File: config.mk
export PLATFORM = sky130hd
export DESIGN_NAME = bmd_queue
export DESIGN_NICKNAME = d
export VERILOG_FILES = /design/src/design/bmd_pkg.sv /design/src/design/bmd_queue.sv
export SDC_FILE = /design/constraint.sdc
export NUM_CORES = 1
export LEC_CHECK = 0
export BUFFER_PORTS_ARGS = -buffer_cell sky130_fd_sc_hd__clkbuf_2
export CAP_MARGIN = 10
export CORE_MARGIN = 2
export CORE_UTILIZATION = 38
export CTS_CLUSTER_DIAMETER = 200
export DETAILED_ROUTE_END_ITERATION = 16
export HOLD_SLACK_MARGIN = 0.05
export PLACE_DENSITY = 0.65
export RECOVER_POWER = 50
export SKIP_CTS_REPAIR_TIMING = 1
export SLEW_MARGIN = 20
export SYNTH_ARGS = -nofsm -noshare
export SYNTH_HDL_FRONTEND = slang
export SYNTH_SLANG_ARGS = --single-unit
File: constraint.sdc
create_clock -name clk -period 1.85 [get_ports clk]
set_input_delay 0.37 -clock clk [delete_from_list [all_inputs] [get_ports clk]]
set_output_delay 0.37 -clock clk [all_outputs]
set_load 0.05 [all_outputs]
File: src/design/bmd_pkg.sv
// Shared constants, types and register codes of the block motion detector.
package bmd_pkg;

	localparam int MAX_WIDTH   = 512;
	localparam int MAX_HEIGHT  = 256;
	localparam int BLOCK_SIZE  = 16;
	localparam int STORE_DEPTH = MAX_WIDTH * MAX_HEIGHT;

	localparam int BLK_W  = $clog2(BLOCK_SIZE);
	localparam int COL_W  = $clog2(MAX_WIDTH);
	localparam int ROW_W  = $clog2(MAX_HEIGHT);
	localparam int ADDR_W = $clog2(STORE_DEPTH);

	localparam int FW_W    = 10;
	localparam int FH_W    = 9;
	localparam int THR_W   = 15;
	localparam int PIX_W   = 16;
	localparam int SUM_W   = 15;
	localparam int BCOL_W  = 5;
	localparam int BROW_W  = 4;
	localparam int CONF_W  = 9;
	localparam int DIFF_W  = 7;
	localparam int DEN_W   = THR_W + 2;
	localparam int QUO_W   = 8;
	localparam int ITER_W  = $clog2(QUO_W);

	localparam int QUEUE_DEPTH = 4;
	localparam int QIDX_W      = $clog2(QUEUE_DEPTH);
	localparam int QCNT_W      = $clog2(QUEUE_DEPTH + 1);

	localparam int PADDR_W = 4;
	localparam int PDATA_W = 32;

	localparam logic [FW_W-1:0]   FW_RESET  = FW_W'(320);
	localparam logic [FH_W-1:0]   FH_RESET  = FH_W'(240);
	localparam logic [THR_W-1:0]  THR_RESET = THR_W'(2000);
	localparam logic [SUM_W-1:0]  SUM_MAX   = '1;
	localparam logic [CONF_W-1:0] CONF_FULL = CONF_W'(256);

	typedef enum logic [1:0] {
		REG_FRAME_WIDTH      = 2'd0,
		REG_FRAME_HEIGHT     = 2'd1,
		REG_MOTION_THRESHOLD = 2'd2
	} reg_idx_t;

	typedef struct packed {
		logic [FW_W-1:0]  frame_width;
		logic [FH_W-1:0]  frame_height;
		logic [THR_W-1:0] motion_threshold;
	} bmd_cfg_t;

	typedef struct packed {
		logic [BCOL_W-1:0] block_col;
		logic [BROW_W-1:0] block_row;
		logic [SUM_W-1:0]  sum;
	} bmd_req_t;

endpackage

File: src/design/bmd_queue.sv
// Short request queue between the front and back parts.
module bmd_queue (
	input  logic                        clk,
	input  logic                        arst_n,
	input  logic                        push,
	input  bmd_pkg::bmd_req_t           push_req,
	input  logic                        pop,
	output bmd_pkg::bmd_req_t           head,
	output logic                        empty,
	output logic [bmd_pkg::QCNT_W-1:0]  count
);

	bmd_pkg::bmd_req_t          slot_q [bmd_pkg::QUEUE_DEPTH];
	logic [bmd_pkg::QIDX_W-1:0] wr_q, rd_q;
	logic [bmd_pkg::QCNT_W-1:0] count_q;

	assign head  = slot_q[rd_q];
	assign empty = (count_q == '0);
	assign count = count_q;

	always_ff @(posedge clk) begin
		if (push) begin
			slot_q[wr_q] <= push_req;
		end
	end

	always_ff @(posedge clk or negedge arst_n) begin
		if (!arst_n) begin
			wr_q    <= '0;
			rd_q    <= '0;
			count_q <= '0;
		end else begin
			if (push) begin
				wr_q <= wr_q + 1'b1;
			end
			if (pop) begin
				rd_q <= rd_q + 1'b1;
			end
			if (push && !pop) begin
				count_q <= count_q + 1'b1;
			end else if (pop && !push) begin
				count_q <= count_q - 1'b1;
			end
		end
	end

	a_no_underflow: assert property (@(posedge clk) disable iff (!arst_n)
		pop |-> !empty)
		else $error("request taken from an empty queue");

endmodule

Word level (Yosys, flattened, before mapping)
Memory sizes are Yosys's and may differ from the RTL's.
Cells that the tools add are included.
Widths: inputs -> output; s select.
{"block": "classes", "n_addsub": 4, "mux": 4, "n_reduce_logical": 6}
{"cell": "$mux 3", "count": 2}
{"cell": "$add 2x1->2 const B", "count": 2}
{"cell": "$add 3x1->3 const B", "count": 1}
{"cell": "$logic_not 3->1", "count": 1}
{"cell": "$sub 3x1->3 const B", "count": 1}
{"cell": "$logic_and 1x1->1", "count": 2}
{"cell": "$logic_not 1->1", "count": 2}
{"cell": "$mux 1", "count": 2}
{"cell": "$reduce_bool 2->1", "count": 1}
{"block": "totals", "ff_bits": 7, "ram_bits": 96, "input_bits": 28, "output_inout_bits": 28, "wordCells": 18, "mem_count": 1}
{"name": "slot_q", "words": 4, "word_bits": 24, "rd": 1, "rd_ports_with_merged_regs": 0, "write_ports": 1, "line": "bmd_queue.sv:13", "rtl": "bmd_pkg::bmd_req_t slot_q [bmd_pkg::QUEUE_DEPTH];"}

Logic depth before layout (Yosys ltp)
Gate-level depths: netlist (run 1).
{"block": "logic_depth", "depth_word": 4, "depth_mapped": 7, "depth_no_buf": 7}

Worst setup path before layout (run 1)
No wires, ideal clock.
{"block": "synth_timing", "path_kind": "register to output", "startpoint": "register count_q (netlist bit count[0])", "endpoint": "output port empty", "t_arrival_ns": 1.765, "required_ns": 1.480, "setup_slack_ns": -0.285, "path_stages_with_launch": 2, "path_buffers": 0, "path_cell_list": "dfrtp_1 > nor3_1"}
{"block": "synth_between", "elab_chain_cells": 1}
{"element": "start: declaration", "line": "bmd_queue.sv:15", "rtl": "logic [bmd_pkg::QCNT_W-1:0] count_q;"}
{"element": "start signal: assignment", "line": "bmd_queue.sv:40", "rtl": "count_q <= count_q + 1'b1;"}
{"element": "start signal: assignment", "line": "bmd_queue.sv:42", "rtl": "count_q <= count_q - 1'b1;"}
{"element": "$logic_not 3->1", "line": "bmd_queue.sv:18", "rtl": "assign empty = (count_q == '0);"}
{"element": "end: declaration", "line": "bmd_queue.sv:9", "rtl": "output logic empty,"}
Every way passes these cells.

==> results of run 1 <==
[flip-flops by register name, summed over array words and instances (netlist names)]
name / flops
slot_q: 96
count: 3
rd_q: 2
wr_q: 2
[final cells by class]
| cell class | instances | area share |
|---|---|---|
| flip-flops and latches | 103 | 0.649 |
| multi-input cells | 46 | 0.157 |
| repair buffers | 71 | 0.117 |
| well taps | 133 | 0.0353 |
| clock buffers | 9 | 0.0263 |
| clock inverters | 6 | 0.0130 |
| inverters | 4 | 0.00318 |
[power by group through the flow]
stage	Sequential [mW]	Combinational, mW	Clock, mW
final	3.26	3.86	1.31
after global placement	3.28	3.44	0
after global routing	3.31	4.09	1.45
after floorplan	3.35	2.57	0
after CTS	3.25	3.46	1.36
after detailed placement	3.31	3.46	0
[Yosys cell counts]
library cell | n | share of area
mux4_2 | 18 | 0.10
o21ai_0 | 1 | 0.0013
nor2_1 | 1 | 0.00096
and2_1 | 4 | 0.0064
buf_6 | 1 | 0.0029
buf_12 | 2 | 0.010
fa_1 | 1 | 0.0051
ha_1 | 5 | 0.016
nor3_1 | 1 | 0.0013
xnor2_1 | 2 | 0.0045
xor2_1 | 4 | 0.0090
edfxtp_1 | 96 | 0.74
mux4_1 | 6 | 0.040
mux2_2 | 1 | 0.0029
nand2_1 | 2 | 0.0019
dfrtp_1 | 7 | 0.045
inv_1 | 4 | 0.0039
buf_2 | 3 | 0.0039
[stage by stage]
| stage | power, mW | cells | hold WS, ps | setup TNS, ps | worst slack, ps |
|---|---|---|---|---|---|
| 6_report | 8.43 | 372 | 272 | -5010 | -259 |
| 5_1_grt | 8.85 | 372 | 272 | -6400 | -311 |
| 4_1_cts | 8.07 | 370 | -168 | -6720 | -334 |
| 3_5_place_dp | 6.77 | 355 | 219 | 0 | 62.5 |
| 3_3_place_gp | 6.72 | 355 | 221 | 0 | 75.0 |
| 2_1_floorplan | 5.92 | 159 | 74.4 | 0 | 129 |
[cells by family after synthesis]
group	after synthesis	synth area share
flip-flops	103	0.785
adder cells (fa/ha/maj)	6	0.0212
AND/OR/NAND/NOR	8	0.0106
buffers and inverters	10	0.0209
XOR/XNOR	6	0.0135
AO/OA/AOI/OAI	1	0.00128
multiplexers	25	0.147
[final timing paths]
path,from,end,slack [ps],cells after the start
max reg2reg,wr_q[0]$_DFFE_PN0P_,slot_q[0][17]$_DFFE_PP_,330,4
min,push_req[6],slot_q[0][6]$_DFFE_PP_,270,1
max,rd_q[0]$_DFFE_PN0P_,head[9],-260,3
min in group asynchronous,arst_n,wr_q[0]$_DFFE_PN0P_,450,2
min reg2reg,count[2]$_DFFE_PN0P_,count[2]$_DFFE_PN0P_,510,1
max in group asynchronous,arst_n,rd_q[0]$_DFFE_PN0P_,1100,2
[per-layer routing]
layer,global-route usage,vias up,wire length [µm]
li1,-,799,-
met1,0.148,911,2780
met4,0.0514,0,70
met5,0,-,0
met3,0.0371,6,306
met2,0.201,41,3220
[layout by cell type, fill, tap and decap left out]
cell type	n
edfxtp_1	96
clkbuf_1	26
mux4_2	24
buf_6	19
buf_4	10
clkbuf_8	9
dfrtp_1	6
ha_1	5
clkbuf_2	5
buf_2	5
inv_1	4
and2_1	4
xor2_1	4
buf_12	4
xnor2_1	2
nand2_1	2
clkinv_2	2
nor3_2	1
mux2_2	1
o21ai_0	1
nor2_1	1
fa_1	1
clkinv_4	1
inv_6	1
clkinv_1	1
bufinv_16	1
clkbuf_16	1
dlygate4sd3_1	1
dfrtp_2	1
==> run_results.csv, run 1 <==
group,metric,value,unit
die,fp.dieW,105,µm
setup_path,arrival,1740,ps
logic_synthesis,ys_ff_latch,103,
setup_path,cp_num_buf_inv,2,
logic_synthesis,ys_seq_area_frac,0.785,
setup_path,critical_path_class,"reg2out",
setup_path,worst_path_largest_cell_delay,520,ps
logic_synthesis,syn_area_per_cell,24.5,µm²
place,placedInstanceArea,0.00443,mm²
die,ios,56,
logic_synthesis,ys.warnings.count,0,
setup_path,critical_path.top_delay_family,"multiplexers",
routing,drt_first_pass_iters,4,
timing,post-route-min-period,2110,ps
clock_network,numClockSinks,103,
die,die-area,0.0111,mm²
setup_path,path_cells,"buf_12 -> mux4_2 -> buf_2",
timing,drv_slew,0,
die,core,0.00986,mm²
setup_path,critPathCaptureType,"output port",
timing,max_freq,474,MHz
layout,syn2layout_area_growth,21.1,%
die,start_util,0.395,
outcome,failed_checks,"negative setup slack",
timing,final-hold-violation-count,0,
outcome,status,"finished, violations left",
routing,ant_nets,0,
timing,setup_slack,-259,ps
clock_network,root_buffer,"clkbuf_8",
setup_path,slowest_stage,"mux4_2",
power,comb_power_share,0.458,
logic_synthesis,syn-cell-area,0.00389,mm²
place,port_buffers,55,
routing,wl,6370,µm
layout,finish.utilization,0.478,
setup_path,worstSetupStartpointType,"register",
global_route,grt-ovfl-total,0,
power,internal_power,5.20,mW
timing,rsz0062_at_grt,"yes",
global_route,grt_use_total,0.122,
clock_network,htree_levels,3,
place,gp_congestion,0.675,
power,p_clk_frac,0.156,
routing,num_vias,1757,
layout,drive_gt1_frac,0.356,
layout,multi_input_area,738,µm²
clock_network,clk_pin_slew,90,ps
clock_network,clkLatencyLatePin,350,ps
global_route,grt_pass1_wl,9920,µm
timing,maxSlewHeadroom,0.731,
power,p_sw,3.24,mW
power,peakVddDrop,718,µV
place,dp_hpwl,4240,µm
power,p_per_area,1790,mW/mm²
run,cap_violations,0,
global_route,antenna_found_initial,0,
timing,min_period_over_period,1.14,
timing,finalSetupViolations,24,
routing,post-route-drc-count,0,
setup_path,worstPathRequired,1480,ps
hold_path,hp-class,"in2reg",
global_route,grt_start_max_net_pins,17,
routing,wl_per_cell,17.1,µm
clock_network,cts_buffers,9,
routing,viasPerCell,4.72,
layout,diodes,0,
power,p_sw_frac,0.384,
clock_network,cts_buffer_depth,2,
global_route,grt_pass1_vias,1860,
layout,nets,269,
die,num_rows,36,
routing,drt_iter0_drc,89,
power,seqPwrFrac,0.387,
power,leakagePower,1.61,nW
layout,final_cell_area,0.00472,mm²
clock_network,cts_tree,"yes",
layout,seq_area,0.00306,mm²
die,die_y,105,µm
logic_synthesis,ys_types,18,
timing,worstMarginPinSlew,403,ps
setup_path,cp_max_fo,11,
logic_synthesis,synth_nets,193,
layout,fillers,838,
timing,fin_worst_skew,5.80,ps
logic_synthesis,netlist_instances,159,
Note: power is estimated with default switching activity, not from simulation.
==> inputs of run 2 (changes only) <==
--- a/config.mk
+++ b/config.mk
@@ -8,11 +8,11 @@
 export BUFFER_PORTS_ARGS = -buffer_cell sky130_fd_sc_hd__clkbuf_2
 export CAP_MARGIN = 10
 export CORE_MARGIN = 2
-export CORE_UTILIZATION = 38
+export CORE_UTILIZATION = 45
 export CTS_CLUSTER_DIAMETER = 200
 export DETAILED_ROUTE_END_ITERATION = 16
 export HOLD_SLACK_MARGIN = 0.05
-export PLACE_DENSITY = 0.65
+export PLACE_DENSITY = 0.73
 export RECOVER_POWER = 50
 export SKIP_CTS_REPAIR_TIMING = 1
 export SLEW_MARGIN = 20
==> run 2 against run 1 <==
Effect of this change: the flow still finishes with violations (negative setup slack); sequential cell count is the same; largest power group unchanged; maximum frequency is essentially flat; setup slack gained 2.1 ps; sequential power is essentially flat; routed wire length shrank 3.2%; critical path type unchanged; final area shrank 0.37%; non-clock buffer count shrank 4; clock power grew 43%; critical endpoint is now head[21].
==> run_results.csv, run 2 (synthesis results as in run 1) <==
group,metric,value,unit
power,internal_power,5.53,mW
timing,post-route-min-period,2110,ps
setup_path,critical_path.top_delay_family,"multiplexers",
die,num_rows,33,
global_route,grt_pass1_vias,1927,
timing,setup_slack,-257,ps
routing,top_layer,"met4",
setup_path,slowest_stage,"mux4_1",
power,p_sw_frac,0.365,
routing,wl_per_cell,18.1,µm
timing,final-hold-violation-count,0,
outcome,status,"finished, violations left",
setup_path,arrival,1740,ps
routing,met2_length,3130,µm
layout,syn2layout_area_growth,20.6,%
setup_path,cp_max_fo,15,
timing,worstMarginPinSlew,401,ps
timing,rsz0062_at_grt,"yes",
routing,post-route-drc-count,0,
timing,min_period_over_period,1.14,
clock_network,clkLatencyLatePin,350,ps
timing,max_freq,475,MHz
die,ios,56,
hold_path,min_path_cells,2,
timing,finalSetupViolations,24,
layout,drive_gt1_frac,0.328,
die,core,0.00830,mm²
global_route,grt-ovfl-total,0,
outcome,failed_checks,"negative setup slack",
setup_path,worstPathRequired,1480,ps
hold_path,hp-class,"in2reg",
layout,final_cell_mix,"edfxtp_1 (96), clkbuf_1 (26), mux4_2 (19)",
setup_path,critPathCaptureType,"output port",
timing,fin_tns_setup,-4520,ps
clock_network,numClockSinks,103,
setup_path,critical_path_class,"reg2out",
die,die_y,97.0,µm
routing,drt_iter0_drc,47,
die,die-area,0.00942,mm²
place,port_buffers,55,
power,seqPwrFrac,0.371,
clock_network,cts_buffer_depth,2,
power,leakagePower,1.63,nW
layout,largest_reg_flops,96,
routing,wl_met3,235,µm
routing,wl,6160,µm
layout,final_common_cell,"edfxtp_1",
timing,drv_slew,0,
run,cap_violations,0,
clock_network,htree_levels,3,
setup_path,worst-path-stages,3,
routing,ant_nets,0,
layout,nets,265,
routing,wl_met1,2690,µm
layout,fillers,643,
clock_network,cts_buffers,9,
power,peakVddDrop,847,µV
power,p_clk_frac,0.214,
layout,final_cell_area,0.00470,mm²
power,finalPower,8.71,mW
layout,diodes,0,
setup_path,rr_worst_depth,4,
place,placedInstanceArea,0.00436,mm²
clock_network,clk_pin_slew,90,ps
power,comb_power_share,0.415,
clock_network,root_buffer,"clkbuf_8",
place,dp_hpwl,3980,µm
die,fp.dieW,97.0,µm
setup_path,worst_path_largest_cell_delay,560,ps
die,start_util,0.469,
timing,fin_worst_skew,6.22,ps
routing,drt_first_pass_iters,4,
setup_path,cp_num_buf_inv,2,
global_route,grt_use_total,0.142,
routing,num_vias,1757,
global_route,antenna_found_initial,0,
clock_network,cts_tree,"yes",
place,gp_congestion,0.692,
setup_path,worstSetupStartpointType,"register",
global_route,grt_pass1_wl,9970,µm
power,p_sw,3.18,mW
setup_path,path_cells,"buf_12 -> mux4_1 -> buf_2",
power,p_per_area,1850,mW/mm²
timing,maxSlewHeadroom,0.733,
setup_path,r2r_slack,430,ps
global_route,grt_start_max_net_pins,25,
routing,viasPerCell,5.17,
layout,top_register,"slot_q",
run 2: cell count changes in the layout (fill, tap and decap cells not counted), sizes merged:
| cell | before | now |
|---|---|---|
| bufinv | 1 | 5 |
| clkinv | 4 | 0 |
| buf | 38 | 35 |
| clkbuf | 41 | 40 |
| clkinvlp | 0 | 1 |
| inv | 5 | 4 |
run 2: worst paths after layout:
path | start | endpoint
worst max register to register | wr_q[0]$_DFFE_PN0P_ | slot_q[0][2]$_DFFE_PP_
max in group asynchronous | arst_n | rd_q[0]$_DFFE_PN0P_
min in group asynchronous | arst_n | count[1]$_DFFE_PN0P_
worst min-delay path | pop | rd_q[0]$_DFFE_PN0P_
worst max-delay path | rd_q[0]$_DFFE_PN0P_ | head[21]
worst min register to register | wr_q[0]$_DFFE_PN0P_ | wr_q[0]$_DFFE_PN0P_
run 2: worst register-to-register path: stages (launching register included):
cell	delay [ps]
dfrtp_1	430
inv_1	100
ha_1	130
and2_1	130
buf_4	300
run 2: through the flow:
stage,util,hold WS (ps),setup slack [ps],instances
after floorplan,-,74.4,129,159
after global placement,0.526,219,80.8,324
after detailed placement,0.526,222,84.9,324
after CTS,0.559,-177,-317,339
after global routing,0.566,232,-323,340
final,0.566,233,-257,340
run 2: power by group through the flow:
stage          Combinational (mW)  Sequential (mW)  Clock (mW)
6_report                     3.61             3.23        1.87
5_1_grt                      3.81             3.28        2.00
4_1_cts                      3.41             3.24        1.92
3_5_place_dp                 3.40             3.29           0
3_3_place_gp                 3.38             3.26           0
2_1_floorplan                2.57             3.35           0
run 2: area by class of cell:
cell class / instances / area [µm²] / share of cell area
multi-input cells: 46 / 757 / 0.161
clock inverters: 6 / 158 / 0.0336
inverters: 4 / 15.0 / 0.00320
flip-flops and latches: 103 / 3060 / 0.651
clock buffers: 9 / 124 / 0.0264
repair buffers: 67 / 454 / 0.0967
well taps: 105 / 131 / 0.0280
run 2: routing by layer:
metal	vias up	global-route usage
li1	797	-
met1	907	0.184
met2	45	0.230
met3	8	0.0318
met4	0	0.0650
met5	-	0
==> inputs of run 3 (changes only) <==
--- a/config.mk
+++ b/config.mk
@@ -12,9 +12,8 @@
 export CTS_CLUSTER_DIAMETER = 200
 export DETAILED_ROUTE_END_ITERATION = 16
 export HOLD_SLACK_MARGIN = 0.05
-export PLACE_DENSITY = 0.73
+export PLACE_DENSITY = 0.76
 export RECOVER_POWER = 50
-export SKIP_CTS_REPAIR_TIMING = 1
 export SLEW_MARGIN = 20
 export SYNTH_ARGS = -nofsm -noshare
 export SYNTH_HDL_FRONTEND = slang
==> constraint.sdc (replaced) <==
create_clock -name clk -period 1.8 [get_ports clk]
set_input_delay 0.36 -clock clk [delete_from_list [all_inputs] [get_ports clk]]
set_output_delay 0.36 -clock clk [all_outputs]
set_load 0.05 [all_outputs]
==> run 3 against run 2 <==
Effect of this change: the flow still finishes with violations (negative setup slack); combinational power increased by 18%; sequential cell count unchanged; die area unchanged; critical endpoint is now head[1].
==> run_results.csv, run 3 (synthesis results as in run 1) <==
group,metric,value,unit
die,start_util,0.469,
layout,fillers,617,
layout,syn2layout_area_growth,21.5,%
clock_network,htree_levels,3,
global_route,grt-ovfl-total,0,
clock_network,clkLatencyLatePin,350,ps
place,gp_congestion,0.685,
timing,setup_slack,-244,ps
layout,drive_gt1_frac,0.347,
layout,final_common_cell,"edfxtp_1",
setup_path,worstPathRequired,1440,ps
timing,max_freq,489,MHz
layout,finish.utilization,0.570,
clock_network,root_buffer,"clkbuf_8",
global_route,grt_use_total,0.143,
setup_path,path_cells,"buf_12 -> mux4_2 -> buf_8",
timing,maxSlewHeadroom,0.710,
layout,diodes,0,
timing,rsz0062_at_grt,"yes",
layout,final_cell_area,0.00473,mm²
place,dp_hpwl,4070,µm
routing,wl_per_cell,18.2,µm
clock_network,cts_buffer_depth,2,
place,placedInstanceArea,0.00439,mm²
setup_path,critPathCaptureType,"output port",
place,place_ws,39.4,ps
global_route,grt_pass1_vias,1947,
run,cap_violations,0,
die,ios,56,
setup_path,cp_max_fo,11,
setup_path,arrival,1680,ps
die,die_y,97.0,µm
die,fp.dieW,97.0,µm
die,num_rows,33,
routing,wl,6220,µm
setup_path,slowest_stage,"mux4_2",
layout,largest_reg_flops,96,
layout,final_cell_mix,"edfxtp_1 (96), clkbuf_1 (26), mux4_2 (24)",
power,leakagePower,1.62,nW
layout,nets,266,
clock_network,postCtsSetupBuffers,0,
global_route,grt_start_max_net_pins,25,
power,p_per_area,1860,mW/mm²
clock_network,cts_buffers,9,
routing,num_vias,1781,
layout,top_register,"slot_q",
power,finalPower,8.81,mW
routing,post-route-drc-count,0,
clock_network,clk_pin_slew,80,ps
outcome,status,"finished, violations left",
global_route,grt_pass1_wl,10300,µm
setup_path,worst_path_largest_cell_delay,550,ps
routing,ant_nets,0,
routing,drt_first_pass_iters,4,
place,port_buffers,55,
hold_path,hp-class,"in2reg",
clock_network,cts_tree,"yes",
die,die-area,0.00942,mm²
global_route,antenna_found_initial,0,
routing,viasPerCell,5.22,
timing,drv_slew,0,
layout,seq_area,0.00306,mm²
clock_network,numClockSinks,103,
timing,worstMarginPinSlew,436,ps
routing,drt_iter0_drc,89,
timing,post-route-min-period,2040,ps
timing,min_period_over_period,1.14,
power,peakVddDrop,1230,µV
place,placed_cells,325,
timing,fin_worst_skew,6.99,ps
setup_path,worstSetupStartpointType,"register",
timing,final-hold-violation-count,0,
layout,fin_cells,341,
timing,finalSetupViolations,24,
outcome,failed_checks,"negative setup slack",
die,core,0.00830,mm²
layout,multi_input_area,738,µm²
setup_path,critical_path_class,"reg2out",
[run 3: layout make-up]
type / instances / area share
flip-flops and latches: 103 / 0.646
multi-input cells: 46 / 0.156
repair buffers: 68 / 0.133
well taps: 105 / 0.0278
clock buffers: 9 / 0.0262
clock inverters: 6 / 0.00793
inverters: 4 / 0.00317
[run 3: layer usage]
metal  track usage  wire (µm)  up-vias
met3        0.0412        304        9
met2         0.231       3100       53
met5             0          0        -
li1              -          -      793
met1         0.190       2740      926
met4        0.0423         72        0
[run 3: worst paths after layout]
check,start,slack [ps],depth (start not counted),endpoint
worst max-delay path,rd_q[0]$_DFFE_PN0P_,-240,3,head[1]
worst min-delay path,pop,230,2,rd_q[0]$_DFFE_PN0P_
worst max register to register,count[0]$_DFFE_PN0P_,410,4,count[2]$_DFFE_PN0P_
worst min register to register,count[2]$_DFFE_PN0P_,530,1,count[2]$_DFFE_PN0P_
max in group asynchronous,arst_n,1010,2,rd_q[0]$_DFFE_PN0P_
min in group asynchronous,arst_n,470,2,count[1]$_DFFE_PN0P_
[run 3: report_power, final]
| part | switching [mW] | internal (mW) |
|---|---|---|
| clock | 0.711 | 0.490 |
| sequential | 0.190 | 3.15 |
| combinational | 2.46 | 1.81 |
[run 3: worst max-delay path, delay by kind of cell (launching register included)]
kind	cells	cell delay, ps
muxes	1	550
buffers and inverters	2	350
DFF	1	440
[run 3: stage by stage]
stage                     hold WS (ps)  TNS [ps]
final                              233     -4980
after global routing               222     -6920
after CTS                          208     -5930
after detailed placement           219         0
after global placement             212         0
after floorplan                   64.4         0
[run 3: repair_timing]
| item | in CTS | in global routing |
|---|---|---|
| hold buffers | 1 | 0 |
| pin swaps | 0 | 0 |
| endpoints found under the setup margin | 24 | 24 |
| gates resized for setup | 50 | 24 |
| endpoints found under the hold margin | 7 | 0 |
