$ cat config.mk
export PLATFORM = sky130hd
export DESIGN_NAME = bmd_back
export DESIGN_NICKNAME = d
export VERILOG_FILES = /design/src/design/bmd_pkg.sv /design/src/design/bmd_back.sv
export SDC_FILE = /design/constraint.sdc
export NUM_CORES = 1
export LEC_CHECK = 0
export BUFFER_PORTS_ARGS = -buffer_cell sky130_fd_sc_hd__buf_2
export CAP_MARGIN = 40
export CORE_MARGIN = 10
export CORE_UTILIZATION = 50
export CTS_BUF_LIST = sky130_fd_sc_hd__clkbuf_4 sky130_fd_sc_hd__clkbuf_8 sky130_fd_sc_hd__clkbuf_16
export DETAILED_ROUTE_END_ITERATION = 8
export PLACE_DENSITY_LB_ADDON = 0.12
export REMOVE_ABC_BUFFERS = 1
export SYNTH_ARGS = -nofsm -noshare
export SYNTH_HDL_FRONTEND = slang
export SYNTH_SLANG_ARGS = --single-unit
$ cat constraint.sdc
create_clock -name clk -period 5.2 [get_ports clk]
set_clock_uncertainty 0.05 [all_clocks]
set_input_delay 0.26 -clock clk [delete_from_list [all_inputs] [get_ports clk]]
set_output_delay 0.26 -clock clk [all_outputs]
set_load 0.005 [all_outputs]
$ cat src/design/bmd_pkg.sv
// Shared constants, types and register codes of the block motion detector.
package bmd_pkg;

	localparam int MAX_WIDTH   = 512;
	localparam int MAX_HEIGHT  = 256;
	localparam int BLOCK_SIZE  = 16;
	localparam int STORE_DEPTH = MAX_WIDTH * MAX_HEIGHT;

	localparam int BLK_W  = $clog2(BLOCK_SIZE);
	localparam int COL_W  = $clog2(MAX_WIDTH);
	localparam int ROW_W  = $clog2(MAX_HEIGHT);
	localparam int ADDR_W = $clog2(STORE_DEPTH);

	localparam int FW_W    = 10;
	localparam int FH_W    = 9;
	localparam int THR_W   = 15;
	localparam int PIX_W   = 16;
	localparam int SUM_W   = 15;
	localparam int BCOL_W  = 5;
	localparam int BROW_W  = 4;
	localparam int CONF_W  = 9;
	localparam int DIFF_W  = 7;
	localparam int DEN_W   = THR_W + 2;
	localparam int QUO_W   = 8;
	localparam int ITER_W  = $clog2(QUO_W);

	localparam int QUEUE_DEPTH = 4;
	localparam int QIDX_W      = $clog2(QUEUE_DEPTH);
	localparam int QCNT_W      = $clog2(QUEUE_DEPTH + 1);

	localparam int PADDR_W = 4;
	localparam int PDATA_W = 32;

	localparam logic [FW_W-1:0]   FW_RESET  = FW_W'(320);
	localparam logic [FH_W-1:0]   FH_RESET  = FH_W'(240);
	localparam logic [THR_W-1:0]  THR_RESET = THR_W'(2000);
	localparam logic [SUM_W-1:0]  SUM_MAX   = '1;
	localparam logic [CONF_W-1:0] CONF_FULL = CONF_W'(256);

	typedef enum logic [1:0] {
		REG_FRAME_WIDTH      = 2'd0,
		REG_FRAME_HEIGHT     = 2'd1,
		REG_MOTION_THRESHOLD = 2'd2
	} reg_idx_t;

	typedef struct packed {
		logic [FW_W-1:0]  frame_width;
		logic [FH_W-1:0]  frame_height;
		logic [THR_W-1:0] motion_threshold;
	} bmd_cfg_t;

	typedef struct packed {
		logic [BCOL_W-1:0] block_col;
		logic [BROW_W-1:0] block_row;
		logic [SUM_W-1:0]  sum;
	} bmd_req_t;

endpackage

$ cat src/design/bmd_back.sv
// Back part: confidence divider and result output register.
module bmd_back (
	input  logic                         clk,
	input  logic                         arst_n,
	input  logic [bmd_pkg::THR_W-1:0]    threshold,
	input  logic                         q_empty,
	input  bmd_pkg::bmd_req_t            q_head,
	output logic                         q_pop,
	output logic                         result_valid,
	input  logic                         result_ready,
	output logic [bmd_pkg::BCOL_W-1:0]   block_col,
	output logic [bmd_pkg::BROW_W-1:0]   block_row,
	output logic [bmd_pkg::SUM_W-1:0]    difference_sum,
	output logic [bmd_pkg::CONF_W-1:0]   confidence
);

	typedef enum logic [2:0] {
		B_IDLE = 3'b001,
		B_CALC = 3'b010,
		B_OUT  = 3'b100
	} back_state_t;

	back_state_t                state_q;
	bmd_pkg::bmd_req_t          req_q;
	logic [bmd_pkg::DEN_W-1:0]  den_q, rem_q, den_c, sum_c;
	logic [bmd_pkg::DEN_W:0]    rem2;
	logic [bmd_pkg::QUO_W-1:0]  quo_q;
	logic [bmd_pkg::ITER_W-1:0] iter_q;
	logic [bmd_pkg::CONF_W-1:0] conf_q;
	logic                       ge;

	assign den_c = bmd_pkg::DEN_W'({threshold, 1'b0}) + bmd_pkg::DEN_W'(threshold);
	assign sum_c = bmd_pkg::DEN_W'(q_head.sum);
	assign rem2  = {rem_q, 1'b0};
	assign ge    = rem2 >= {1'b0, den_q};
	assign q_pop = (state_q == B_IDLE) && !q_empty;

	always_ff @(posedge clk or negedge arst_n) begin
		if (!arst_n) begin
			state_q <= B_IDLE;
			iter_q  <= '0;
		end else begin
			unique case (state_q)
				B_IDLE: begin
					iter_q <= '0;
					if (!q_empty) begin
						// A sum at or above three times the threshold saturates;
						// this also covers a zero threshold.
						state_q <= (sum_c >= den_c) ? B_OUT : B_CALC;
					end
				end
				B_CALC: begin
					iter_q <= iter_q + 1'b1;
					if (iter_q == bmd_pkg::ITER_W'(bmd_pkg::QUO_W - 1)) begin
						state_q <= B_OUT;
					end
				end
				B_OUT: begin
					if (result_ready) begin
						state_q <= B_IDLE;
					end
				end
				default: state_q <= B_IDLE;
			endcase
		end
	end

	// The remainder starts at the sum, which is below the divisor, so eight
	// shift-subtract steps give sum*256 / (3*threshold).
	always_ff @(posedge clk) begin
		unique case (state_q)
			B_IDLE: begin
				req_q  <= q_head;
				den_q  <= den_c;
				rem_q  <= sum_c;
				quo_q  <= '0;
				conf_q <= bmd_pkg::CONF_FULL;
			end
			B_CALC: begin
				rem_q  <= ge ? bmd_pkg::DEN_W'(rem2 - {1'b0, den_q}) : rem2[bmd_pkg::DEN_W-1:0];
				quo_q  <= {quo_q[bmd_pkg::QUO_W-2:0], ge};
				conf_q <= {1'b0, quo_q[bmd_pkg::QUO_W-2:0], ge};
			end
			B_OUT: begin
			end
			default: begin
			end
		endcase
	end

	assign result_valid   = (state_q == B_OUT);
	assign block_col      = req_q.block_col;
	assign block_row      = req_q.block_row;
	assign difference_sum = req_q.sum;
	assign confidence     = conf_q;

	a_conf_range: assert property (@(posedge clk) disable iff (!arst_n)
		result_valid |-> confidence <= bmd_pkg::CONF_FULL)
		else $error("confidence above full scale");

	a_sum_over_threshold: assert property (@(posedge clk) disable iff (!arst_n)
		result_valid |-> difference_sum > threshold)
		else $error("result with a sum not above the threshold");

endmodule

# Word level (Yosys, flattened, before mapping)
# Index checks and enable logic that the tools add are counted.
[totals]
reg_bits = 80
output_inout_bits = 35
word_cells = 35
[classes]
addsub = 3
n_lt_le_gt_ge = 2
n_eq_ne = 7
muxes = 10
n_reduce_logical = 4
[op_table]
columns = ["cell", "n"]
rows = [
  ["$pmux W17 S2", 1],
  ["$ge A18 B17 Y1", 1],
  ["$pmux W9 S2", 1],
  ["$add A16 B15 Y17", 1],
  ["$ge A15 B17 Y1", 1],
  ["$mux W17", 1],
  ["$sub A17 B17 Y17", 1],
  ["$pmux W7 S2", 1],
  ["$mux W3", 4],
  ["$pmux W3 S3", 1],
  ["$eq A3 B3 Y1 const B", 2],
  ["$pmux W3 S2", 1],
  ["$ne A2 B2 Y1 const B", 2],
  ["$add A3 B1 Y3 const B", 1],
  ["$eq A3 B1 Y1 const B", 1],
  ["$eq A3 B2 Y1 const B", 1],
  ["$reduce_and A3 Y1", 1],
  ["$ne A2 B1 Y1 const B", 1],
  ["$reduce_bool A2 Y1", 1],
  ["$logic_and A1 B1 Y1", 1],
  ["$logic_not A1 Y1", 1],
]

# Logic depth before layout (Yosys ltp)
# Gate-level depths: netlist of run 1.
[logic_depth]
word_depth = 5
ltp_mapped = 17

# Worst setup path after synthesis of run 1
# No wires, ideal clock.
[synth_timing]
kind = "flip-flop to flip-flop"
from = "register state_q[0]"
to = "register conf_q, in the netlist confidence[0] (enable)"
setup_ps = 381
t_arrival_ps = 3285
required_ps = 4769
setup_slack_ps = 1484
stages_incl_launch_ff = 5
n_path_buf = 0
synth_period_minus_slack_ps = 3716
cell_sequence = "dfstp_2 -> nand2b_1 -> nor2_1 -> nor2_1 -> inv_1"
[synth_between]
elab_chain_cells = 2
[synth_lines]
columns = ["item", "line_no", "text"]
rows = [
  ["start: declaration", "bmd_back.sv:23", "back_state_t state_q;"],
  ["start signal: assignment", "bmd_back.sv:49", "state_q <= (sum_c >= den_c) ? B_OUT : B_CALC;"],
  ["$eq A3 B1 Y1 / $eq A3 B2 Y1 (equally long branches)", "bmd_back.sv:71", "unique case (state_q)"],
  ["$reduce_bool A2 Y1 (no source line) (*)", "-", ""],
  ["end signal: assignment", "bmd_back.sv:77", "conf_q <= bmd_pkg::CONF_FULL;"],
  ["end signal: assignment", "bmd_back.sv:82", "conf_q <= {1'b0, quo_q[bmd_pkg::QUO_W-2:0], ge};"],
  ["end: declaration", "bmd_back.sv:29", "logic [bmd_pkg::CONF_W-1:0] conf_q;"],
]
# Mark *: on every way between the ends. The rest lies on a longest branch, timed or not.
# A chain may end at the register's enable or synchronous reset.

# Final worst setup path of run 1
[layout_timing]
from = "input port threshold[6] in the netlist's numbering"
to = "register state_q[2]"
[layout_between]
elab_chain_cells = 5
[layout_lines]
columns = ["item", "line_no", "text"]
rows = [
  ["start: declaration", "bmd_back.sv:5", "input logic [bmd_pkg::THR_W-1:0] threshold,"],
  ["$add A16 B15 Y17", "bmd_back.sv:32", "assign den_c = bmd_pkg::DEN_W'({threshold, 1'b0}) + bmd_pkg::DEN_W'(threshold);"],
  ["$ge A15 B17 Y1", "bmd_back.sv:49", ""],
  ["$mux W3", "bmd_back.sv:49", ""],
  ["$mux W3", "bmd_back.sv:46", "if (!q_empty) begin"],
  ["$pmux W3 S3", "bmd_back.sv:43", "unique case (state_q)"],
]
# Every way passes these cells. The select of a mux whose other input is x is not followed.

==> impl_metrics.yaml, run 1 <==
worst_setup_path:
  crit_chain: "buf_2 -> ha_1 -> a2111oi_0 -> o21ai_0 -> a221oi_1 -> nand2b_1 -> nand2b_1 -> a21oi_1 -> xnor2_1 -> ha_1 -> nand4_1 -> a41oi_1 -> o21ai_0 -> o32a_1 -> nor2_1"
  crit-reg2reg-launch: "den_q[0]$_DFFE_PN_"
  r2r-end: "rem_q[4]$_DFFE_PN_"
  critical_path_required_ps: 5420
  path_max_fanout: 5
  cp-end-kind: "register"
  startpoint_type: "input pin"
  slowest_stage: "a2111oi_0"
  arrival_ps: 3580
  r2r_cells: 9
  startpoint: "threshold[6]"
  critPathKind: "in -> reg"
  slowest_delay_ps: 490
  r2r_slack_ps: 2120
route:
  wl_mm: 10.3
  wl_per_cell_um: 16.3
  antenna_left: 0
  first_pass_iters: 4
  drt_iter0_drc: 220
  avgViaCountPerCell: 5.40
  drt_drc_violations_left: 0
  vias: 3423
clock_network:
  htree_levels: 3
  post_cts_buffers: 0
  numCtsBuffers: 9
  numClockSinks: 73
  clockBufferDepth: 2
  cts_resized: 0
  clk_pin_slew_ps: 80
  clk_latency_ps: 340
  clk_root_buffer_cell: "clkbuf_8"
  cts_tree: "built"
worst_hold_path:
  worstHoldPathType: "in -> reg"
  min_delay_worst_endpoint: "block_col[3]$_DFFE_PN_"
  hp-start: "q_head[22]"
  hold_depth: 1
final_layout:
  layout.cells.most_common_list: "77 x buf_2, 67 x edfxtp_1, 50 x ha_1, 42 x inv_1, 38 x nand2_1"
  final_core_util_pct: 59.0
  final_common_cell: "buf_2"
  fillers: 786
  drive_gt1_share_pct: 20.3
  nets: 614
  syn_to_final_growth_pct: 16.1
  diodes: 0
grt:
  first_global_vias: 3591
  grt_overflow_total: 0
  grt_first_pass_wirelength_mm: 17.3
  grt_max_degree: 42
  antenna_found_initial: 0
  globalRouteTotalUtil_pct: 16.3
place:
  io_buffers: 77
  gp_congestion: 0.827
  hpwl_mm: 8.07
logic_synthesis:
  synth.avg_cell_area_um2: 10.6
  synthCells: 438
  ys_warn_count: 0
  ys_seq_area_share_pct: 46.5
  ys_seq_elements: 73
  ys_async_sr_fraction_pct: 8.22
  syn_area_mm2: 0.00465
  synth_edf_count: 67
  synth-main-ff-cell: "edfxtp_1"
  yosysTopAreaCell: "edfxtp_1"
  synth_area_leaders: "edfxtp_1 43%, ha_1 13%, inv_1 3.4%"
  yosysTopAreaCellShare_pct: 43.2
  synth.distinct_cells: 58
sta:
  rsz0062_at_grt: "false"
  tightest_slew_ps: 665
  fin_setup_tns_ps: 0
  min_period_ps: 3360
  finalCritPeriodShare_pct: 64.6
  setup_violations: 0
  max_freq_mhz: 298
  slew_viol_final: 0
  slew_headroom_pct: 55.6
  hold_viol: 0
die:
  start_util_pct: 50.8
  die_w_um: 116
  die_area_mm2: 0.0136
  design.core.area_mm2: 0.00915
  rows: 35
  pin_count: 78
  die_height_um: 116
power_and_ir_drop:
  ir_drop_v: 0.000209
  leakagePower_uw: 0.00244
  p_per_area_mw_per_mm2: 622
run:
  maxCapViolations: 0
run_status:
  outcome: "complete, no violations"
## synth_stat cells, types with 3 or more instances
library cell and n:
xor2_1 7, o211ai_1 5, ha_1 50, a211oi_1 4, nand4_1 7, edfxtp_1 67
clkbuf_1 8, o21a_1 9, inv_1 42, nand3_1 8, nor2b_1 3, o31ai_1 3
nand2b_1 5, mux2i_1 12, dfrtp_1 5, xnor2_1 17, nand2_1 38, or2_2 3
nor3_1 7, nor2_1 28, a21oi_1 24, o21ai_0 27, and3_1 7, o21bai_1 6
a21o_1 6
## report_power, final
group | total, uW | internal, uW | switching (uW)
clock network | 481 | 265 | 215
registers | 1110 | 997 | 108
logic | 1780 | 741 | 1030
total | 3360 | 2000 | 1360
## routing by layer
layer	vias to the layer above	part of all wire, %	GRT usage [%]
met3	4	5.1	3.70
met2	70	46	25.8
li1	1763	-	-
met4	0	0.48	5.17
met5	-	0	0
met1	1586	48	21.6
## sequential cells by signal, summed over array words and instances (netlist names)
| signal | cells |
|---|---|
| confidence | 9 |
| den_q | 17 |
| difference_sum | 15 |
| state_q | 3 |
| block_col | 5 |
| rem_q | 17 |
| block_row | 4 |
| iter_q | 3 |
## worst max-delay path, delay by kind of cell
| kind | cells | cell delay (ps) |
|---|---|---|
| and+or+nand+nor | 4 | 420 |
| xor gates and xnor gates | 1 | 110 |
| adders and majority gates | 2 | 660 |
| AOI/OAI and AO/OA | 7 | 2010 |
| buffers and inverters | 1 | 110 |
## per-stage QoR
step / std cells / setup slack (ps) / instance area (um2) / hold slack [ps] / total power [uW]
after floorplan: 426 / 1480 / 4590 / -85.6 / 2370
after global placement: 616 / 1730 / 5140 / 39.7 / 2830
after detailed placement: 618 / 1610 / 5180 / 42.9 / 2900
after CTS: 634 / 1940 / 5400 / 10.3 / 3390
after global routing: 634 / 1570 / 5400 / 7.61 / 3660
final: 634 / 1840 / 5400 / 36.7 / 3360
## worst max path at each step
stage                                        endpoint  cells after the start  slack [ps]
after floorplan           confidence[0]$_SDFFCE_PN0N_                      4        1480
after global placement         state_q[1]$_DFFE_PN0P_                     15        1730
after detailed placement       state_q[2]$_DFFE_PN0P_                     15        1610
after CTS                      state_q[2]$_DFFE_PN0P_                     15        1940
after global routing           state_q[1]$_DFFE_PN0P_                     15        1570
final                          state_q[2]$_DFFE_PN0P_                     15        1840
## area by class of cell
type                            count  area, um2  share of cell area, %
Clock inverter                      6       83.8                   1.55
Inverter                           42        158                   2.92
Clock buffer                        9        124                   2.29
Timing Repair Buffer               82        453                   8.39
Tap cell                          111        139                   2.57
Multi-Input combinational cell    311       2280                   42.2
Sequential cell                    73       2160                   40.1
## repair_timing
action	CTS	global route
hold buffers	1	0
setup endpoints to repair	0	0
endpoints found under the hold margin	6	0
## cells by family (layout without fill, tap and decap cells)
family	Yosys count	after routing	share of synthesized area, %
multiplexers	14	14	3.07
AND/OR/NAND/NOR	114	114	11.6
adder cells (fa/ha/maj)	52	52	14.3
XOR/XNOR	24	24	4.52
buffers and inverters	54	139	4.63
AO/OA/AOI/OAI	107	107	15.4
flip-flops	73	73	46.5
(Power assumes the default switching activity.)
==> inputs of run 2 (changes only) <==
- clock period: 5.2 -> 2.8 ns (I/O delays scaled with it)
==> impl_metrics.yaml, run 2 (synthesis gave the netlist of run 1 again) <==
clock_network:
  numCtsBuffers: 9
  clockBufferDepth: 2
  cts_tree: "built"
  numClockSinks: 73
  clk_root_buffer_cell: "clkbuf_8"
  clk_latency_ps: 350
  htree_levels: 3
  clk_pin_slew_ps: 80
die:
  pin_count: 78
  die_w_um: 116
  die_height_um: 116
  die_area_mm2: 0.0136
  design.core.area_mm2: 0.00915
  rows: 35
  start_util_pct: 50.8
power_and_ir_drop:
  p_int_uw: 4210
  p_per_area_mw_per_mm2: 1110
  power.switching_uw: 2740
  ir_drop_v: 0.000565
  swShare_pct: 39.4
  leakagePower_uw: 0.00281
  power.total_uw: 6950
  combPwrFrac_pct: 57.6
  p_clk_share_pct: 13.0
  seqPwrFrac_pct: 29.3
worst_setup_path:
  arrival_ps: 2770
  crit_top_cell: "buf_12"
  r2r_slack_ps: 80
  path_max_fanout: 6
  cp-end-kind: "register"
  critPathKind: "reg -> reg"
  startpoint_type: "register"
  slowest_delay_ps: 420
  r2r_cells: 10
  r2r-end: "rem_q[12]$_DFFE_PN_"
  crit-reg2reg-launch: "den_q[0]$_DFFE_PN_"
  critical_path_required_ps: 2850
  crit_family: "compound AO/OA/AOI/OAI gates"
  timing.critical_path.buf_inv: 2
  slowest_stage: "edfxtp_1"
  crit_chain: "fa_2 -> and2b_1 -> o31ai_2 -> a211o_1 -> and3_4 -> o31ai_4 -> buf_12 -> buf_12 -> mux2i_1 -> o21ai_0"
final_layout:
  layout.cells.most_common_list: "75 x buf_2, 67 x edfxtp_1, 49 x buf_4, 42 x inv_1, 42 x ha_1"
  drive_gt1_share_pct: 31.6
  nets: 685
  fillers: 712
  syn_to_final_growth_pct: 34.3
  final_common_cell: "buf_2"
  diodes: 0
grt:
  antenna_found_initial: 0
  first_global_vias: 3876
  use_met2_pct: 26.9
  grt.met3_usage_pct: 3.85
  use_met1_pct: 22.2
  grt_max_degree: 42
  grt_overflow_total: 0
  globalRouteTotalUtil_pct: 16.9
  grt_first_pass_wirelength_mm: 18.2
  top_usage_layer: "met2"
place:
  hpwl_mm: 8.26
  io_buffers: 77
  gp_congestion: 0.835
worst_hold_path:
  min_delay_worst_endpoint: "state_q[1]$_DFFE_PN0P_"
  worstHoldPathType: "in -> reg"
  hold_depth: 4
  hp-start: "q_empty"
sta:
  tightest_slew_ps: 554
  fin_setup_tns_ps: 0
  slew_viol_final: 0
  hold_viol: 0
  slew_headroom_pct: 63.0
  max_freq_mhz: 367
  setup_violations: 0
  min_period_ps: 2720
  finalCritPeriodShare_pct: 97.2
  rsz0062_at_grt: "true"
run_status:
  outcome: "complete, no violations"
route:
  wl_mm: 11.4
  antenna_left: 0
  vias: 3740
  drt_iter0_drc: 200
  wl_per_cell_um: 16.1
  first_pass_iters: 6
  drt_drc_violations_left: 0
  avgViaCountPerCell: 5.30
run:
  maxCapViolations: 0
run 2: changes by cell type in the layout (fill, tap and decap cells not counted), moves of 3 or more:
| cell | delta |
|---|---|
| buf_4 | +47 |
| o21ai_1 | +4 |
| ha_4 | +6 |
| mux2i_1 | -3 |
| a21oi_1 | -4 |
| o21ai_0 | -7 |
| a21oi_2 | +4 |
| ha_1 | -8 |
| dlygate4sd3_1 | +24 |
| o21ai_2 | +3 |
run 2: how the worst max path moves through the flow:
stage,start,endpoint,cells past startpoint
2_1_floorplan,state_q[0]$_DFFE_PN1P_,confidence[0]$_SDFFCE_PN0N_,4
3_3_place_gp,threshold[6],state_q[2]$_DFFE_PN0P_,15
3_5_place_dp,threshold[6],state_q[2]$_DFFE_PN0P_,15
4_1_cts,threshold[1],state_q[2]$_DFFE_PN0P_,15
5_1_grt,threshold[5],state_q[1]$_DFFE_PN0P_,16
6_report,den_q[0]$_DFFE_PN_,rem_q[12]$_DFFE_PN_,10
run 2: power by group through the flow:
stage                     clock (uW)  combinational [uW]  sequential [uW]
after floorplan                    0                2320             2070
after global placement             0                3500             2030
after detailed placement           0                3540             2050
after CTS                        933                3860             2040
after global routing             970                4400             2100
final                            907                4010             2040
run 2: layer usage:
| layer | part of all wire [%] | up-vias |
|---|---|---|
| li1 | - | 1904 |
| met4 | 1.4 | 0 |
| met2 | 46 | 65 |
| met5 | 0 | - |
| met1 | 48 | 1757 |
| met3 | 4.1 | 14 |
run 2: what timing repair did:
action / 4_1_cts / 5_1_grt
setup endpoints to repair: 10 / 14
buffers inserted: 2 / 3
cloned: 1 / 0
gates resized for setup: 14 / 38
hold endpoints to repair: 30 / 0
hold buffers: 25 / 0
pin swaps: 2 / 23
run 2: stage by stage:
step,cells,utilization (%),hold slack (ps),setup WS (ps),area (um2)
after global placement,660,59.9,-78.8,-381,5480
after CTS,704,66.1,36.5,7.78,6050
final,706,68.3,55.2,77.3,6250
after detailed placement,660,59.9,-74.9,-450,5480
after global routing,706,68.3,62.8,-69.8,6250
after floorplan,426,-,-206,-916,4590
run 2: worst register-to-register path: cells and delay by family (launching register included):
| kind | cells | cell delay (ps) |
|---|---|---|
| DFF | 1 | 420 |
| and+or+nand+nor | 2 | 400 |
| AOI/OAI and AO/OA | 4 | 660 |
| buffers and inverters | 2 | 290 |
| muxes | 1 | 230 |
| adders and majority gates | 1 | 410 |
run 2: area by class of cell:
cell class,count,area (um2),share of cell area (%)
inverters,42,158,2.52
well taps,111,139,2.22
repair buffers,153,1070,17.2
multi-input cells,311,2500,40.0
clock buffers,9,124,1.98
flip-flops and latches,73,2160,34.6
clock inverters,7,95.1,1.52
==> inputs of run 3 (changes only) <==
- BUFFER_PORTS_ARGS: -buffer_cell sky130_fd_sc_hd__buf_2 -> not set
- DONT_BUFFER_PORTS: not set -> 1
==> impl_metrics.yaml, run 3 (synthesis gave the netlist of run 1 again) <==
run_status:
  outcome: "complete, no violations"
sta:
  slew_viol_final: 0
  tightest_slew_ps: 557
  rsz0062_at_grt: "true"
  finalCritPeriodShare_pct: 98.8
  fin_setup_tns_ps: 0
  setup_ws_ps: 32.2
  slew_headroom_pct: 61.9
  setup_violations: 0
  min_period_ps: 2770
  max_freq_mhz: 361
  hold_viol: 0
route:
  wl_per_cell_um: 17.3
  vias: 3467
  first_pass_iters: 4
  avgViaCountPerCell: 5.53
  drt_iter0_drc: 153
  highest_layer: "met4"
  met2WireLength_mm: 5.26
  dr_wl_met3_um: 644
  routedLengthMet1_mm: 4.86
  antenna_left: 0
  wl_mm: 10.8
  drt_drc_violations_left: 0
worst_setup_path:
  crit-reg2reg-launch: "den_q[0]$_DFFE_PN_"
  path_max_fanout: 7
  startpoint: "den_q[0]$_DFFE_PN_"
  r2r-end: "rem_q[1]$_DFFE_PN_"
  crit_chain: "fa_2 -> and2b_1 -> o31ai_2 -> a211o_1 -> and3_4 -> o31ai_4 -> buf_6 -> buf_12 -> mux2i_1 -> mux2_4"
  crit_end: "rem_q[1]$_DFFE_PN_"
  critical_path_required_ps: 2850
  arrival_ps: 2820
  startpoint_type: "register"
  slowest_stage: "edfxtp_1"
  cp-end-kind: "register"
  critPathKind: "reg -> reg"
  r2r_cells: 10
  r2r_slack_ps: 30
  slowest_delay_ps: 460
grt:
  globalRouteTotalUtil_pct: 16.1
  first_global_vias: 3462
  antenna_found_initial: 0
  grt_max_degree: 42
  grt_first_pass_wirelength_mm: 17.2
  grt_overflow_total: 0
clock_network:
  clockBufferDepth: 2
  numClockSinks: 73
  clk_pin_slew_ps: 80
  clk_root_buffer_cell: "clkbuf_8"
  numCtsBuffers: 9
  cts_tree: "built"
  clk_latency_ps: 340
  htree_levels: 3
final_layout:
  final_common_cell: "edfxtp_1"
  syn_to_final_growth_pct: 22.6
  layout.cells.most_common_list: "67 x edfxtp_1, 50 x ha_1, 42 x buf_4, 41 x inv_1, 38 x nand2_1"
  fillers: 747
  diodes: 0
  nets: 606
  drive_gt1_share_pct: 16.9
die:
  design.core.area_mm2: 0.00915
  die_area_mm2: 0.0136
  die_height_um: 116
  pin_count: 78
  start_util_pct: 50.8
  die_w_um: 116
  rows: 35
worst_hold_path:
  worstHoldPathType: "in -> reg"
place:
  gp_congestion: 0.849
  place_ws_ps: -388
  io_buffers: 0
  hpwl_mm: 7.97
power_and_ir_drop:
  leakagePower_uw: 0.00246
  ir_drop_v: 0.000726
  p_per_area_mw_per_mm2: 1170
run:
  maxCapViolations: 0
## run 3: changes by cell type in the layout (fill, tap and decap cells not counted), sizes merged
cell	before	now
buf	128	46
dlygate4sd3	25	28
inv	42	43
clkinv	4	3
## run 3: layout make-up
class	instances	area, um2	area share, %
flip-flops and latches	73	2160	37.9
clock inverters	7	93.8	1.65
multi-input cells	311	2380	41.7
repair buffers	74	649	11.4
clock buffers	9	124	2.17
well taps	111	139	2.43
inverters	42	158	2.76
## run 3: routing by layer
layer / GRT usage, % / vias up
li1: - / 1748
met1: 20.0 / 1640
met2: 26.5 / 71
met3: 5.34 / 8
met4: 3.75 / 0
met5: 0 / -
## run 3: how the worst min path moves through the flow
stage / startpoint / endpoint / slack [ps] / cells after the start
final: q_head[14] / rem_q[14]$_DFFE_PN_ / 40 / 3
after global routing: threshold[14] / den_q[15]$_DFFE_PN_ / 40 / 1
after CTS: q_head[14] / rem_q[14]$_DFFE_PN_ / 20 / 3
after detailed placement: arst_n / state_q[1]$_DFFE_PN0P_ / -210 / 0
after global placement: arst_n / state_q[2]$_DFFE_PN0P_ / -210 / 0
after floorplan: arst_n / iter_q[0]$_DFFE_PN0N_ / -210 / 0
## run 3: metrics by stage
step           utilization, %  hold WS [ps]  cell area (um2)  power [uW]  cells
6_report                 62.3          38.7             5700        6670    627
4_1_cts                  61.3          24.2             5610        6560    624
3_5_place_dp             55.2          -205             5050        5340    577
2_1_floorplan               -          -206             4590        4400    426
5_1_grt                  62.3          38.1             5700        7190    627
3_3_place_gp             55.2          -205             5050        5270    577
## run 3: critical path: cells and delay by family, from the launching register on
kind	cells	cell delay, ps
buffers and inverters	2	280
muxes	2	330
AOI/OAI and AO/OA	3	630
adders and majority gates	1	370
DFF	1	460
and+or+nand+nor	2	400
## run 3: power breakdown
part           total (uW)  internal, uW  switching, uW
Combinational        3650          1640           2010
Sequential           2120          1860            256
Clock                 908           502            406
## run 3: repair_timing
action                     CTS  global route
pin swaps                    1             6
cloned                       1             0
hold endpoints to repair    45             0
setup endpoints to repair   12            15
buffers inserted             2             4
gates resized for setup      6            27
hold buffers                28             0
